==> src/rtl/rar_pkg.sv <==
package rar_pkg;

   // operation codes on the kind field
   localparam logic [1:0] KIND_ADD = 2'd0;
   localparam logic [1:0] KIND_SUB = 2'd1;
   localparam logic [1:0] KIND_MUL = 2'd2;
   localparam logic [1:0] KIND_DIV = 2'd3;

   // sequencer states
   typedef enum logic [3:0] {
      ST_IDLE,
      ST_MUL0,
      ST_MUL1,
      ST_MUL2,
      ST_SUM,
      ST_MAG,
      ST_GCD_GO,
      ST_GCD_WAIT,
      ST_NDIV_GO,
      ST_NDIV_WAIT,
      ST_DDIV_GO,
      ST_DDIV_WAIT,
      ST_OUT
   } state_type;

   // status of an iterative unit back to the sequencer
   typedef struct packed {
      logic busy;
      logic done;
   } unit_stat_type;

endpackage

==> src/rtl/rational_arith_reduce.sv <==
// Rational add, subtract, multiply or divide of two signed fractions, with
// the result reduced to lowest terms and a positive denominator. One word is
// taken at a time; req_ready is low until the result is handed to the output
// register, which holds it while the next word is already accepted. A word
// with a zero denominator, or a divide by a zero numerator, returns 0/1 with
// rsp_error set; a zero result returns 0/1. Any other word runs three products
// on one shared multiplier, a binary gcd with a data-dependent number of steps,
// one shift or subtract per cycle, then two exact divisions by the gcd on one
// restoring divider at one bit per cycle.
module rational_arith_reduce #(
   parameter int IN_WIDTH = 16
) (
   input  logic                       clock,
   input  logic                       reset,
   input  logic                       req_valid,
   output logic                       req_ready,
   input  logic [1:0]                 req_kind,
   input  logic signed [IN_WIDTH-1:0] req_num_a,
   input  logic signed [IN_WIDTH-1:0] req_den_a,
   input  logic signed [IN_WIDTH-1:0] req_num_b,
   input  logic signed [IN_WIDTH-1:0] req_den_b,
   output logic                       rsp_valid,
   input  logic                       rsp_ready,
   output logic signed [2*IN_WIDTH:0] rsp_res_num,
   output logic [2*IN_WIDTH-2:0]      rsp_res_den,
   output logic                       rsp_error
);

   localparam int DW = 2 * IN_WIDTH;
   localparam int NW = DW + 1;

   rar_pkg::state_type state_ff, state_in;

   logic [1:0]                 kind_ff, kind_in;
   logic signed [IN_WIDTH-1:0] na_ff, na_in;
   logic signed [IN_WIDTH-1:0] da_ff, da_in;
   logic signed [IN_WIDTH-1:0] nb_ff, nb_in;
   logic signed [IN_WIDTH-1:0] db_ff, db_in;
   logic signed [DW-1:0]       p0_ff, p0_in;
   logic signed [DW-1:0]       p1_ff, p1_in;
   logic signed [NW-1:0]       n_ff, n_in;
   logic signed [DW-1:0]       d_ff, d_in;
   logic [DW-1:0]              mn_ff, mn_in;
   logic [DW-1:0]              md_ff, md_in;
   logic                       neg_ff, neg_in;
   logic [DW-1:0]              qn_ff, qn_in;
   logic [DW-1:0]              qd_ff, qd_in;
   logic                       err_ff, err_in;

   logic                       rsp_valid_ff, rsp_valid_in;
   logic signed [NW-1:0]       rsp_num_ff, rsp_num_in;
   logic [DW-2:0]              rsp_den_ff, rsp_den_in;
   logic                       rsp_err_ff, rsp_err_in;

   logic signed [IN_WIDTH-1:0] mul_a;
   logic signed [IN_WIDTH-1:0] mul_b;
   logic signed [DW-1:0]       mul_p;

   logic                       gcd_start;
   rar_pkg::unit_stat_type     gcd_stat;
   logic [DW-1:0]              gcd_g;

   logic                       div_start;
   logic [DW-1:0]              div_dividend;
   rar_pkg::unit_stat_type     div_stat;
   logic [DW-1:0]              div_quot;

   logic                       in_bad;
   logic                       out_load;

   // shared multiplier for the cross products
   rar_mult #(.WIDTH(IN_WIDTH)) u_mult (
      .clock   (clock),
      .op_a    (mul_a),
      .op_b    (mul_b),
      .prod_ff (mul_p)
   );

   // gcd of the two magnitudes
   rar_gcd #(.WIDTH(DW)) u_gcd (
      .clock  (clock),
      .reset  (reset),
      .start  (gcd_start),
      .op_a   (mn_ff),
      .op_b   (md_ff),
      .stat   (gcd_stat),
      .gcd_ff (gcd_g)
   );

   // shared divider, used once for the numerator and once for the denominator
   rar_div #(.WIDTH(DW)) u_div (
      .clock    (clock),
      .reset    (reset),
      .start    (div_start),
      .dividend (div_dividend),
      .divisor  (gcd_g),
      .stat     (div_stat),
      .quot_ff  (div_quot)
   );

   // no value: zero denominator or divide by zero
   assign in_bad = (req_den_a == '0) || (req_den_b == '0) ||
                   ((req_kind == rar_pkg::KIND_DIV) && (req_num_b == '0));

   // sequencer: next state and datapath controls
   always_comb begin
      state_in     = state_ff;
      kind_in      = kind_ff;
      na_in        = na_ff;
      da_in        = da_ff;
      nb_in        = nb_ff;
      db_in        = db_ff;
      p0_in        = p0_ff;
      p1_in        = p1_ff;
      n_in         = n_ff;
      d_in         = d_ff;
      mn_in        = mn_ff;
      md_in        = md_ff;
      neg_in       = neg_ff;
      qn_in        = qn_ff;
      qd_in        = qd_ff;
      err_in       = err_ff;
      req_ready    = 1'b0;
      gcd_start    = 1'b0;
      div_start    = 1'b0;
      div_dividend = mn_ff;
      mul_a        = na_ff;
      mul_b        = db_ff;
      out_load     = 1'b0;
      case (state_ff)
         rar_pkg::ST_IDLE: begin
            req_ready = 1'b1;
            if (req_valid) begin
               kind_in = req_kind;
               na_in   = req_num_a;
               da_in   = req_den_a;
               nb_in   = req_num_b;
               db_in   = req_den_b;
               if (in_bad) begin
                  qn_in    = '0;
                  qd_in    = DW'(1);
                  err_in   = 1'b1;
                  neg_in   = 1'b0;
                  state_in = rar_pkg::ST_OUT;
               end else begin
                  err_in   = 1'b0;
                  state_in = rar_pkg::ST_MUL0;
               end
            end
         end
         // first numerator product
         rar_pkg::ST_MUL0: begin
            mul_a    = na_ff;
            mul_b    = (kind_ff == rar_pkg::KIND_MUL) ? nb_ff : db_ff;
            state_in = rar_pkg::ST_MUL1;
         end
         // second numerator product
         rar_pkg::ST_MUL1: begin
            mul_a    = nb_ff;
            mul_b    = da_ff;
            p0_in    = mul_p;
            state_in = rar_pkg::ST_MUL2;
         end
         // denominator product
         rar_pkg::ST_MUL2: begin
            mul_a    = da_ff;
            mul_b    = (kind_ff == rar_pkg::KIND_DIV) ? nb_ff : db_ff;
            p1_in    = mul_p;
            state_in = rar_pkg::ST_SUM;
         end
         // combine numerator products
         rar_pkg::ST_SUM: begin
            case (kind_ff)
               rar_pkg::KIND_ADD: n_in = NW'(p0_ff) + NW'(p1_ff);
               rar_pkg::KIND_SUB: n_in = NW'(p0_ff) - NW'(p1_ff);
               default:           n_in = NW'(p0_ff);
            endcase
            d_in     = mul_p;
            state_in = rar_pkg::ST_MAG;
         end
         // sign and magnitudes, zero result short cut
         rar_pkg::ST_MAG: begin
            if (n_ff == '0) begin
               qn_in    = '0;
               qd_in    = DW'(1);
               neg_in   = 1'b0;
               state_in = rar_pkg::ST_OUT;
            end else begin
               neg_in   = n_ff[NW-1] ^ d_ff[DW-1];
               mn_in    = n_ff[NW-1] ? DW'(-n_ff) : DW'(n_ff);
               md_in    = d_ff[DW-1] ? DW'(-d_ff) : DW'(d_ff);
               state_in = rar_pkg::ST_GCD_GO;
            end
         end
         rar_pkg::ST_GCD_GO: begin
            gcd_start = 1'b1;
            state_in  = rar_pkg::ST_GCD_WAIT;
         end
         rar_pkg::ST_GCD_WAIT: begin
            if (gcd_stat.done) begin
               state_in = rar_pkg::ST_NDIV_GO;
            end
         end
         rar_pkg::ST_NDIV_GO: begin
            div_start    = 1'b1;
            div_dividend = mn_ff;
            state_in     = rar_pkg::ST_NDIV_WAIT;
         end
         rar_pkg::ST_NDIV_WAIT: begin
            if (div_stat.done) begin
               qn_in    = div_quot;
               state_in = rar_pkg::ST_DDIV_GO;
            end
         end
         rar_pkg::ST_DDIV_GO: begin
            div_start    = 1'b1;
            div_dividend = md_ff;
            state_in     = rar_pkg::ST_DDIV_WAIT;
         end
         rar_pkg::ST_DDIV_WAIT: begin
            if (div_stat.done) begin
               qd_in    = div_quot;
               state_in = rar_pkg::ST_OUT;
            end
         end
         // hand over once the output register is free
         rar_pkg::ST_OUT: begin
            if (!rsp_valid_ff || rsp_ready) begin
               out_load = 1'b1;
               state_in = rar_pkg::ST_IDLE;
            end
         end
         default: begin
            state_in = rar_pkg::ST_IDLE;
         end
      endcase
   end

   // output register
   always_comb begin
      rsp_valid_in = rsp_valid_ff && !rsp_ready;
      rsp_num_in   = rsp_num_ff;
      rsp_den_in   = rsp_den_ff;
      rsp_err_in   = rsp_err_ff;
      if (out_load) begin
         rsp_valid_in = 1'b1;
         rsp_num_in   = neg_ff ? -{1'b0, qn_ff} : {1'b0, qn_ff};
         rsp_den_in   = qd_ff[DW-2:0];
         rsp_err_in   = err_ff;
      end
   end

   // control state
   always_ff @(posedge clock) begin
      if (reset) begin
         state_ff     <= rar_pkg::ST_IDLE;
         rsp_valid_ff <= 1'b0;
      end else begin
         state_ff     <= state_in;
         rsp_valid_ff <= rsp_valid_in;
      end
   end

   // payload registers
   always_ff @(posedge clock) begin
      kind_ff    <= kind_in;
      na_ff      <= na_in;
      da_ff      <= da_in;
      nb_ff      <= nb_in;
      db_ff      <= db_in;
      p0_ff      <= p0_in;
      p1_ff      <= p1_in;
      n_ff       <= n_in;
      d_ff       <= d_in;
      mn_ff      <= mn_in;
      md_ff      <= md_in;
      neg_ff     <= neg_in;
      qn_ff      <= qn_in;
      qd_ff      <= qd_in;
      err_ff     <= err_in;
      rsp_num_ff <= rsp_num_in;
      rsp_den_ff <= rsp_den_in;
      rsp_err_ff <= rsp_err_in;
   end

   assign rsp_valid   = rsp_valid_ff;
   assign rsp_res_num = rsp_num_ff;
   assign rsp_res_den = rsp_den_ff;
   assign rsp_error   = rsp_err_ff;

endmodule

==> src/rtl/rar_mult.sv <==
module rar_mult #(
   parameter int WIDTH = 16
) (
   input  logic                       clock,
   input  logic signed [WIDTH-1:0]    op_a,
   input  logic signed [WIDTH-1:0]    op_b,
   output logic signed [2*WIDTH-1:0]  prod_ff
);

   logic signed [2*WIDTH-1:0] prod_in;

   // full-width signed product, registered
   assign prod_in = op_a * op_b;

   always_ff @(posedge clock) begin
      prod_ff <= prod_in;
   end

endmodule

==> src/rtl/rar_gcd.sv <==
module rar_gcd #(
   parameter int WIDTH = 32
) (
   input  logic                      clock,
   input  logic                      reset,
   input  logic                      start,
   input  logic [WIDTH-1:0]          op_a,
   input  logic [WIDTH-1:0]          op_b,
   output rar_pkg::unit_stat_type    stat,
   output logic [WIDTH-1:0]          gcd_ff
);

   localparam int KW = $clog2(WIDTH);

   logic [WIDTH-1:0] a_ff, a_in;
   logic [WIDTH-1:0] b_ff, b_in;
   logic [KW-1:0]    k_ff, k_in;
   logic [WIDTH-1:0] gcd_in;
   logic             busy_ff, busy_in;
   logic             done_ff, done_in;

   // binary gcd: one shift or one subtract per cycle, common twos counted in k
   always_comb begin
      a_in    = a_ff;
      b_in    = b_ff;
      k_in    = k_ff;
      gcd_in  = gcd_ff;
      busy_in = busy_ff;
      done_in = 1'b0;
      if (start) begin
         a_in    = op_a;
         b_in    = op_b;
         k_in    = '0;
         busy_in = 1'b1;
      end else if (busy_ff) begin
         if (a_ff == b_ff) begin
            gcd_in  = a_ff << k_ff;
            busy_in = 1'b0;
            done_in = 1'b1;
         end else if (!a_ff[0] && !b_ff[0]) begin
            a_in = a_ff >> 1;
            b_in = b_ff >> 1;
            k_in = KW'(k_ff + 1'b1);
         end else if (!a_ff[0]) begin
            a_in = a_ff >> 1;
         end else if (!b_ff[0]) begin
            b_in = b_ff >> 1;
         end else if (a_ff > b_ff) begin
            a_in = a_ff - b_ff;
         end else begin
            b_in = b_ff - a_ff;
         end
      end
   end

   // control state
   always_ff @(posedge clock) begin
      if (reset) begin
         busy_ff <= 1'b0;
         done_ff <= 1'b0;
      end else begin
         busy_ff <= busy_in;
         done_ff <= done_in;
      end
   end

   // operand and result registers
   always_ff @(posedge clock) begin
      a_ff   <= a_in;
      b_ff   <= b_in;
      k_ff   <= k_in;
      gcd_ff <= gcd_in;
   end

   assign stat.busy = busy_ff;
   assign stat.done = done_ff;

endmodule

==> src/rtl/rar_div.sv <==
module rar_div #(
   parameter int WIDTH = 32
) (
   input  logic                      clock,
   input  logic                      reset,
   input  logic                      start,
   input  logic [WIDTH-1:0]          dividend,
   input  logic [WIDTH-1:0]          divisor,
   output rar_pkg::unit_stat_type    stat,
   output logic [WIDTH-1:0]          quot_ff
);

   localparam int CW = $clog2(WIDTH + 1);

   logic [WIDTH-1:0] rem_ff, rem_in;
   logic [WIDTH-1:0] dsr_ff, dsr_in;
   logic [WIDTH-1:0] quot_in;
   logic [CW-1:0]    cnt_ff, cnt_in;
   logic             busy_ff, busy_in;
   logic             done_ff, done_in;
   logic [WIDTH:0]   shifted;
   logic             fits;

   // restoring division, one quotient bit per cycle; the quotient register
   // shifts the dividend out at the top and the quotient bits in at the bottom
   assign shifted = {rem_ff, quot_ff[WIDTH-1]};
   assign fits    = shifted >= {1'b0, dsr_ff};

   always_comb begin
      rem_in  = rem_ff;
      dsr_in  = dsr_ff;
      quot_in = quot_ff;
      cnt_in  = cnt_ff;
      busy_in = busy_ff;
      done_in = 1'b0;
      if (start) begin
         rem_in  = '0;
         dsr_in  = divisor;
         quot_in = dividend;
         cnt_in  = CW'(WIDTH);
         busy_in = 1'b1;
      end else if (busy_ff) begin
         rem_in  = fits ? WIDTH'(shifted - {1'b0, dsr_ff}) : shifted[WIDTH-1:0];
         quot_in = {quot_ff[WIDTH-2:0], fits};
         cnt_in  = CW'(cnt_ff - 1'b1);
         if (cnt_ff == CW'(1)) begin
            busy_in = 1'b0;
            done_in = 1'b1;
         end
      end
   end

   // control state
   always_ff @(posedge clock) begin
      if (reset) begin
         busy_ff <= 1'b0;
         done_ff <= 1'b0;
      end else begin
         busy_ff <= busy_in;
         done_ff <= done_in;
      end
   end

   // datapath registers
   always_ff @(posedge clock) begin
      rem_ff  <= rem_in;
      dsr_ff  <= dsr_in;
      quot_ff <= quot_in;
      cnt_ff  <= cnt_in;
   end

   assign stat.busy = busy_ff;
   assign stat.done = done_ff;

endmodule

==> config.mk <==
export PLATFORM = sky130hd
export DESIGN_NAME = rational_arith_reduce
export DESIGN_NICKNAME = d
export VERILOG_FILES = /design/src/rtl/rar_pkg.sv /design/src/rtl/rational_arith_reduce.sv /design/src/rtl/rar_mult.sv /design/src/rtl/rar_gcd.sv /design/src/rtl/rar_div.sv
export SDC_FILE = /design/constraint.sdc
export NUM_CORES = 2
export LEC_CHECK = 0
export BUFFER_PORTS_ARGS = -buffer_cell sky130_fd_sc_hd__buf_2
export CORE_MARGIN = 10
export CORE_UTILIZATION = 30
export CTS_BUF_LIST = sky130_fd_sc_hd__clkbuf_4
export CTS_CLUSTER_SIZE = 40
export DETAILED_ROUTE_END_ITERATION = 12
export GPL_TIMING_DRIVEN = 0
export PLACE_DENSITY = 0.45
export REMOVE_ABC_BUFFERS = 1
export SYNTH_ARGS = -nofsm -noshare
export SYNTH_HDL_FRONTEND = slang
export SYNTH_SLANG_ARGS = --single-unit
==> constraint.sdc <==
create_clock -name clock -period 23.8 [get_ports clock]
set_input_delay 5.95 -clock clock [delete_from_list [all_inputs] [get_ports clock]]
set_output_delay 5.95 -clock clock [all_outputs]
set_load 0.05 [all_outputs]
# Yosys cells after proc, flatten, opt, wreduce, memory -nomap -nowiden

Cells that the tools add are included.

Output and inout port bits: 67
Bits of input ports: 70
Logic and storage cells: 185
Register bits after elaboration: 633

$mul: 1
Bitwise operators: 6
Reduce and logical (&&, ||, !) cells: 37
Equality and inequality tests: 29
$add $sub $neg: 10
Order comparisons: 2
Multiplexer cells: 62
Shifts and indexed selects: 1

Operators with widths:

| operator                                                       | count |
|---|---|
| 32-bit 2-to-1 mux                                              | 24 |
| 31-bit 2-to-1 mux                                              | 4 |
| 32-bit case mux with 3 select lines                            | 1 |
| 32-bit subtractor                                              | 3 |
| 31-bit case mux with 3 select lines                            | 1 |
| 33-bit case mux with 2 select lines                            | 1 |
| 32-bit negator                                                 | 2 |
| 4-bit case mux with 13 select lines                            | 1 |
| 16-bit logical NOT                                             | 3 |
| 16-bit case mux with 3 select lines                            | 1 |
| 32-bit by 32-bit adder with 33-bit output                      | 1 |
| 33-bit by 32-bit greater-or-equal comparator with 1-bit output | 1 |
| 33-bit logical NOT                                             | 1 |
| 32-bit negator with 33-bit output                              | 1 |
| 32-bit by 32-bit subtractor with 33-bit output                 | 1 |
| 32-bit == test                                                 | 1 |
| 32-bit > comparator                                            | 1 |
| 16-bit by 16-bit multiplier with 32-bit output                 | 1 |
| 16-bit 2-to-1 mux                                              | 2 |
| 16-bit case mux with 2 select lines                            | 1 |
| 32-bit by 5-bit << shifter with 32-bit output                  | 1 |
| 4-bit 2-to-1 mux                                               | 7 |
| 4-bit == test, second input constant                           | 5 |
| 1-bit 2-to-1 mux                                               | 18 |
| 27 further kinds                                               | 65 |

# Depth between registers and ports, before layout

Depth in word-level cells: 8
Mapped depth: 30
Depth with buffers taken out: 27

# Modules after synthesis

From an unflattened synthesis, not the netlist that was laid out.

Cells, all modules: 4,360
Area, all modules: 45,043.2 µm²

By module, submodules not included:

| module                | times used | area each (µm²) | cells each | sequential area each (µm²) |
|---|---|---|---|---|
| rational_arith_reduce | 1          | 18,345.1        | 1,392      | 11,781.3 |
| rar_mult              | 1          | 10,571.4        | 1,142      | 640.6 |
| rar_gcd               | 1          | 9,994.6         | 1,210      | 3,022.9 |
| rar_div               | 1          | 6,132.1         | 616        | 2,722.6 |

# Worst setup path before layout

No wires, ideal clock.

Path kind: input to register
From: in req_num_b[6]
To: reg qn_ff[0] (enable)
Setup slack: 14.278 ns
Setup time: 0.461 ns
Arrival time: 9.061 ns
Data required time: 23.339 ns
Stages: 8
Buffers on the path: 0
Cells stage by stage: nor4_1 and3_1 a41oi_1 inv_1 nand2_1 a21oi_1 nor3_1 nor3_1

Longest elaborated chain between the ends: 5

RTL lines:

| element                       | RTL line                     | source |
|---|---|---|
| start: declaration            | rational_arith_reduce.sv:20  | `input logic signed [IN_WIDTH-1:0] req_num_b,` |
| 16-bit logical NOT            | rational_arith_reduce.sv:103 | `((req_kind == rar_pkg::KIND_DIV) && (req_num_b == '0));` |
| 1-bit logical AND             | rational_arith_reduce.sv:103 |  |
| 1-bit logical OR              | rational_arith_reduce.sv:102 | `assign in_bad = (req_den_a == '0) \|\| (req_den_b == '0) \|\|` |
| named net in_bad              | rational_arith_reduce.sv:68  | `logic in_bad;` |
| 2-bit != test (no line)       | --                           |  |
| 5-bit AND reduction (no line) | --                           |  |
| end signal: assignment        | rational_arith_reduce.sv:278 | `qn_ff <= qn_in;` |
| end: declaration              | rational_arith_reduce.sv:46  | `logic [DW-1:0] qn_ff, qn_in;` |

The timed path passes the listed nets, and every way through them passes these cells.
A chain may end at the register's enable or synchronous reset.

# Worst setup path after layout

From: reg state_ff[1]
To: reg u_mult.prod_ff[30]

Longest elaborated chain between the ends: 3
Elaborated cells between the ends (all ways): 6
Classes of those cells: mul (1); eq/ne (3); mux (2)

RTL lines:

| element                                                                                                     | RTL line                     | source |
|---|---|---|
| start: declaration                                                                                          | rational_arith_reduce.sv:32  | `rar_pkg::state_type state_ff, state_in;` |
| start signal: assignment                                                                                    | rational_arith_reduce.sv:256 | `state_ff <= rar_pkg::ST_IDLE;` |
| start signal: assignment                                                                                    | rational_arith_reduce.sv:259 | `state_ff <= state_in;` |
| 4-bit by 2-bit == test with 1-bit output / 4-bit by 1-bit == test with 1-bit output (equally long branches) | rational_arith_reduce.sv:130 | `case (state_ff)` |
| 16-bit case mux with 3 select lines / 16-bit case mux with 2 select lines (equally long branches)           | rational_arith_reduce.sv:130 |  |
| 16-bit by 16-bit multiplier with 32-bit output (*)                                                          | rar_mult.sv:13               | `assign prod_in = op_a * op_b;` |
| named net u_mult.prod_in[30]                                                                                | rar_mult.sv:10               | `logic signed [2*WIDTH-1:0] prod_in;` |
| end signal: assignment                                                                                      | rar_mult.sv:16               | `prod_ff <= prod_in;` |
| end: declaration                                                                                            | rar_mult.sv:7                | `output logic signed [2*WIDTH-1:0] prod_ff` |

The timed path passes the listed nets; every way through them passes the cells marked *.

==> run summary <==
The synthesized area per cell is around 10 um2. The total of flip-flops plus latches after synthesis is around 630. The clock-pin slew of the registers on the worst-case setup and hold paths came out at 0.07 ns. Adding up every negative setup slack in the final design gives 0 ns. The final number of max-transition violations was 0. The count of cell types in the netlist is 82. The maximum operating frequency is roughly 110 MHz.

The row count is between 100 and 150. The worst setup path is captured at a register. The via count of the routed design came out at roughly 32000. The total setup violations reported at the end of the flow is 0. For the pin with the worst max-slew slack, the measured transition is around 1.4 ns.

The number of hold violations in the final report is 0. The headroom to the max-slew limit is 0.0733. The pin count of the biggest net entering global routing is 73. The effective utilization at floorplan is 0.301. The flow ran to the end, and the final reports show no timing, DRC or antenna violations. The share of the clock period used by the worst path is 0.398.

The multi-input combinational cells in the finished layout cover a total of around 23000 um2. The global-route usage over all layers came out at 0.158. The initial antenna violation count is 6. The starting DRC count in detailed routing came out at about 2000. The data required time of the critical path came out at ~25 ns. The cell sitting at the root of the clock tree is a sky130_fd_sc_hd__clkbuf_4. Summed over all instances, the cell type with the most area after synthesis is sky130_fd_sc_hd__edfxtp_1. The floorplan step set the die height to about 400 um. The number of filler instances in the final layout is roughly 15000. The first global-routing pass estimated about 200000 um of wire. The final layout contains routed wiring with a total length of approximately 130000 um. The cell with the largest stage delay on the worst path is sky130_fd_sc_hd__a21oi_1. Counting every sink on the clock net gives 633. The chip width came out at between 400 and 500 um. In this run the post-CTS setup repair buffer count came out at 0. The total grt overflow came out at 0. Subtracting the final worst setup slack from the clock period gives 9.46 ns. The most frequent cell after synthesis is sky130_fd_sc_hd__edfxtp_1. The post-cts sizing count came out at 0. The number of hold buffers added after cts is 0. TritonCTS built the clock tree. The number of warning messages in the yosys log came out at 0. The maximum count of clock buffers along a single path is 3.

For this run, the slowest stage of the critical path takes ~0.97 ns. The clock buffer count from CTS is 170. Setup repair after global routing left no endpoint under its margin.

The final weighted congestion in routability-driven placement came out at between 0.9 and 1. The number of nets with antenna violations after detailed routing came out at 0. Summing every instance area after synthesis gives about 44000 um2. The top cell type's share of synthesized area came out at 0.376. The detailed-route wire length per cell came out at approximately 20 um. For this run, the register share of the synthesized area comes to 0.415. The max capacitance violation total is 0. The commonest cells after synthesis are sky130_fd_sc_hd__edfxtp_1, sky130_fd_sc_hd__inv_1, sky130_fd_sc_hd__nor2_1.

After detailed routing, the number of remaining DRC violations is 0. The number of enable flip-flop cells after synthesis came out at approximately 550. By startpoint and endpoint, the worst setup path is classified as register to register. The insertion delay of the later-clocked pin in the worst-skew pair is roughly 1.2 ns. The signed area change from the synthesized netlist to the final layout is 12.7%. Of the cells placed in the final design, the portion with a size suffix greater than 1 is 0.121. The detailed-routing iteration count for the pre-antenna-repair pass is 6. The number of primary I/O pins came out at between 100 and 150.

The total of buffers placed on input and output ports came out at around 140. The count of buffering cells on the critical path with inverters included came out at 3. The core region is 145000 um2.

For this run, the leading register cell type out of synthesis is sky130_fd_sc_hd__edfxtp_1. The signal on the critical path passes through and2_2 -> nor2_1 -> a21oi_1 -> nand2_1 -> fa_1 -> inv_1 -> fa_1 -> fa_1 -> fa_1 -> fa_1 -> inv_1 -> fa_1 -> inv_1 -> ha_1 -> a2111oi_0 -> nor3b_1 -> o211ai_1 -> a41oi_1 -> o31ai_1 -> nor4_1 -> nor2_1 -> xor2_1. The arrival time at the worst endpoint is 10.40 ns. The sequential standard cell area is between 15000 and 20000 um2. After detailed routing, the number of vias per cell comes to roughly 5. The half-perimeter wire length after detailed placement came out at 101000 um.

The path category of the worst min-delay check is register to register. The worst setup skew after layout is around 0.11 ns. The number of levels in the clock H-tree is 4. STA classifies the critical path startpoint as a register. Grouping stages by cell kind, the critical path spends the most delay in adder cells.

The via count of the first global-routing pass is around 34000. The share of synthesized flip-flops with an asynchronous set or reset came out at 0. The number of nets at the end of the flow came out at ~5000. The maximum fanout along the worst path came out at 52. By instance count, the cell type seen most on the critical path is sky130_fd_sc_hd__fa_1. The die covers 162000 um2. By area the synthesized netlist is led by sky130_fd_sc_hd__edfxtp_1, sky130_fd_sc_hd__fa_1, sky130_fd_sc_hd__ha_1.

The number of standard cells after synthesis came out at approximately 4300.
==> registers in the layout (all words and copies together) (netlist names), 5 cells and up <==
name and count:
n_ff 33, rsp_res_num 33, d_ff 32, md_ff 32, mn_ff 32, p0_ff 32, p1_ff 32, qn_ff 32
u_div.dsr_ff 32, u_div.quot_ff 32, u_div.rem_ff 32, u_gcd.a_ff 32, u_gcd.b_ff 32, u_gcd.gcd_ff 32, u_mult.prod_ff 32, qd_ff 31
rsp_res_den 31, da_ff 16, db_ff 16, na_ff 16, nb_ff 16, u_div.cnt_ff 6, u_gcd.k_ff 5
==> kinds of logic (layout without fill, tap and decap cells) <==
kind of cell,Yosys count,count (layout),share of synthesized area
and+or+nand+nor,1249,1249,0.131
muxes,108,108,0.0277
other,0,9,0
adders and majority gates,483,483,0.184
xor gates and xnor gates,258,258,0.0516
buffers and inverters,643,965,0.0551
AOI/OAI and AO/OA,933,933,0.136
DFF,633,633,0.415
==> area by class of cell <==
class                           count  area share
Sequential cell                   633       0.368
Clock buffer                      253      0.0385
Clock inverter                     57     0.00748
Multi-Input combinational cell   3031       0.472
Timing Repair Buffer              199      0.0295
Antenna cell                        9    0.000456
Inverter                          456      0.0347
Tap cell                         1917      0.0486
==> metal layers <==
metal / wire length, um / GRT usage / vias to the layer above / share of wire
met1: 57200 / 0.204 / 15800 / 0.45
met2: 61600 / 0.265 / 801 / 0.48
met5: 0 / 0 / - / 0
met4: 3240 / 0.0514 / 0 / 0.025
met3: 6370 / 0.0290 / 196 / 0.050
li1: - / - / 15500 / -
==> worst reg2reg max path, cell delays in order (launching register included) <==
cell	delay [ns]
sky130_fd_sc_hd__dfxtp_4	0.93
sky130_fd_sc_hd__and2_2	0.89
sky130_fd_sc_hd__nor2_1	0.18
sky130_fd_sc_hd__a21oi_1	0.97
sky130_fd_sc_hd__nand2_1	0.19
sky130_fd_sc_hd__fa_1	0.62
sky130_fd_sc_hd__inv_1	0.07
sky130_fd_sc_hd__fa_1	0.48
sky130_fd_sc_hd__fa_1	0.60
sky130_fd_sc_hd__fa_1	0.45
sky130_fd_sc_hd__fa_1	0.49
sky130_fd_sc_hd__inv_1	0.05
sky130_fd_sc_hd__fa_1	0.47
sky130_fd_sc_hd__inv_1	0.04
sky130_fd_sc_hd__ha_1	0.33
sky130_fd_sc_hd__a2111oi_0	0.84
sky130_fd_sc_hd__nor3b_1	0.29
sky130_fd_sc_hd__o211ai_1	0.21
sky130_fd_sc_hd__a41oi_1	0.54
sky130_fd_sc_hd__o31ai_1	0.19
sky130_fd_sc_hd__nor4_1	0.21
sky130_fd_sc_hd__nor2_1	0.09
sky130_fd_sc_hd__xor2_1	0.16
==> metrics by stage <==
stage | hold slack, ns | setup slack (ns) | instance area (um2) | cells | util
floorplan | 0.400 | 12.26 | 43100 | 4120 | -
global placement | 0.403 | 4.81 | 46200 | 6173 | 0.318
detailed placement | 0.405 | 14.28 | 47000 | 6234 | 0.323
CTS | 0.375 | 14.18 | 49300 | 6544 | 0.339
global route | 0.368 | 13.57 | 49300 | 6554 | 0.339
finish | 0.370 | 14.34 | 49300 | 6555 | 0.339
==> path summary, 6_finish.rpt <==
path	from	end	slack [ns]	depth (start not counted)
worst min-delay path	qd_ff[24]	rsp_res_den[24]	0.37	0
worst max-delay path	state_ff[1]	u_mult.prod_ff[30]	14.34	22
worst max register to register	state_ff[1]	u_mult.prod_ff[30]	14.34	22
worst min register to register	qd_ff[24]	rsp_res_den[24]	0.37	0
==> layout by cell type, fill, tap and decap left out, drive strengths merged, types with 9 or more instances in the layout <==
cell type / instances
ha: 217
nor4: 32
buf: 199
mux4: 10
fa: 266
xnor2: 196
mux2i: 92
diode: 9
a31oi: 21
or4: 22
dfxtp: 84
o21ai: 250
a21o: 90
inv: 459
and3: 26
clkinv: 47
nand2: 408
or3: 25
and2: 79
xor2: 62
o21a: 28
o41ai: 21
nor3: 61
o21bai: 39
clkbuf: 253
a221oi: 48
a21oi: 245
nor2: 418
a22oi: 12
a211oi: 23
nand3: 43
o31ai: 49
edfxtp: 549
nand4: 37
a21boi: 11
nor2b: 20
o22ai: 10
or2: 21
nand2b: 32
o211ai: 20
Power is not shown: default switching activity piles up to over one toggle a cycle in this logic, so the estimate is an artifact.
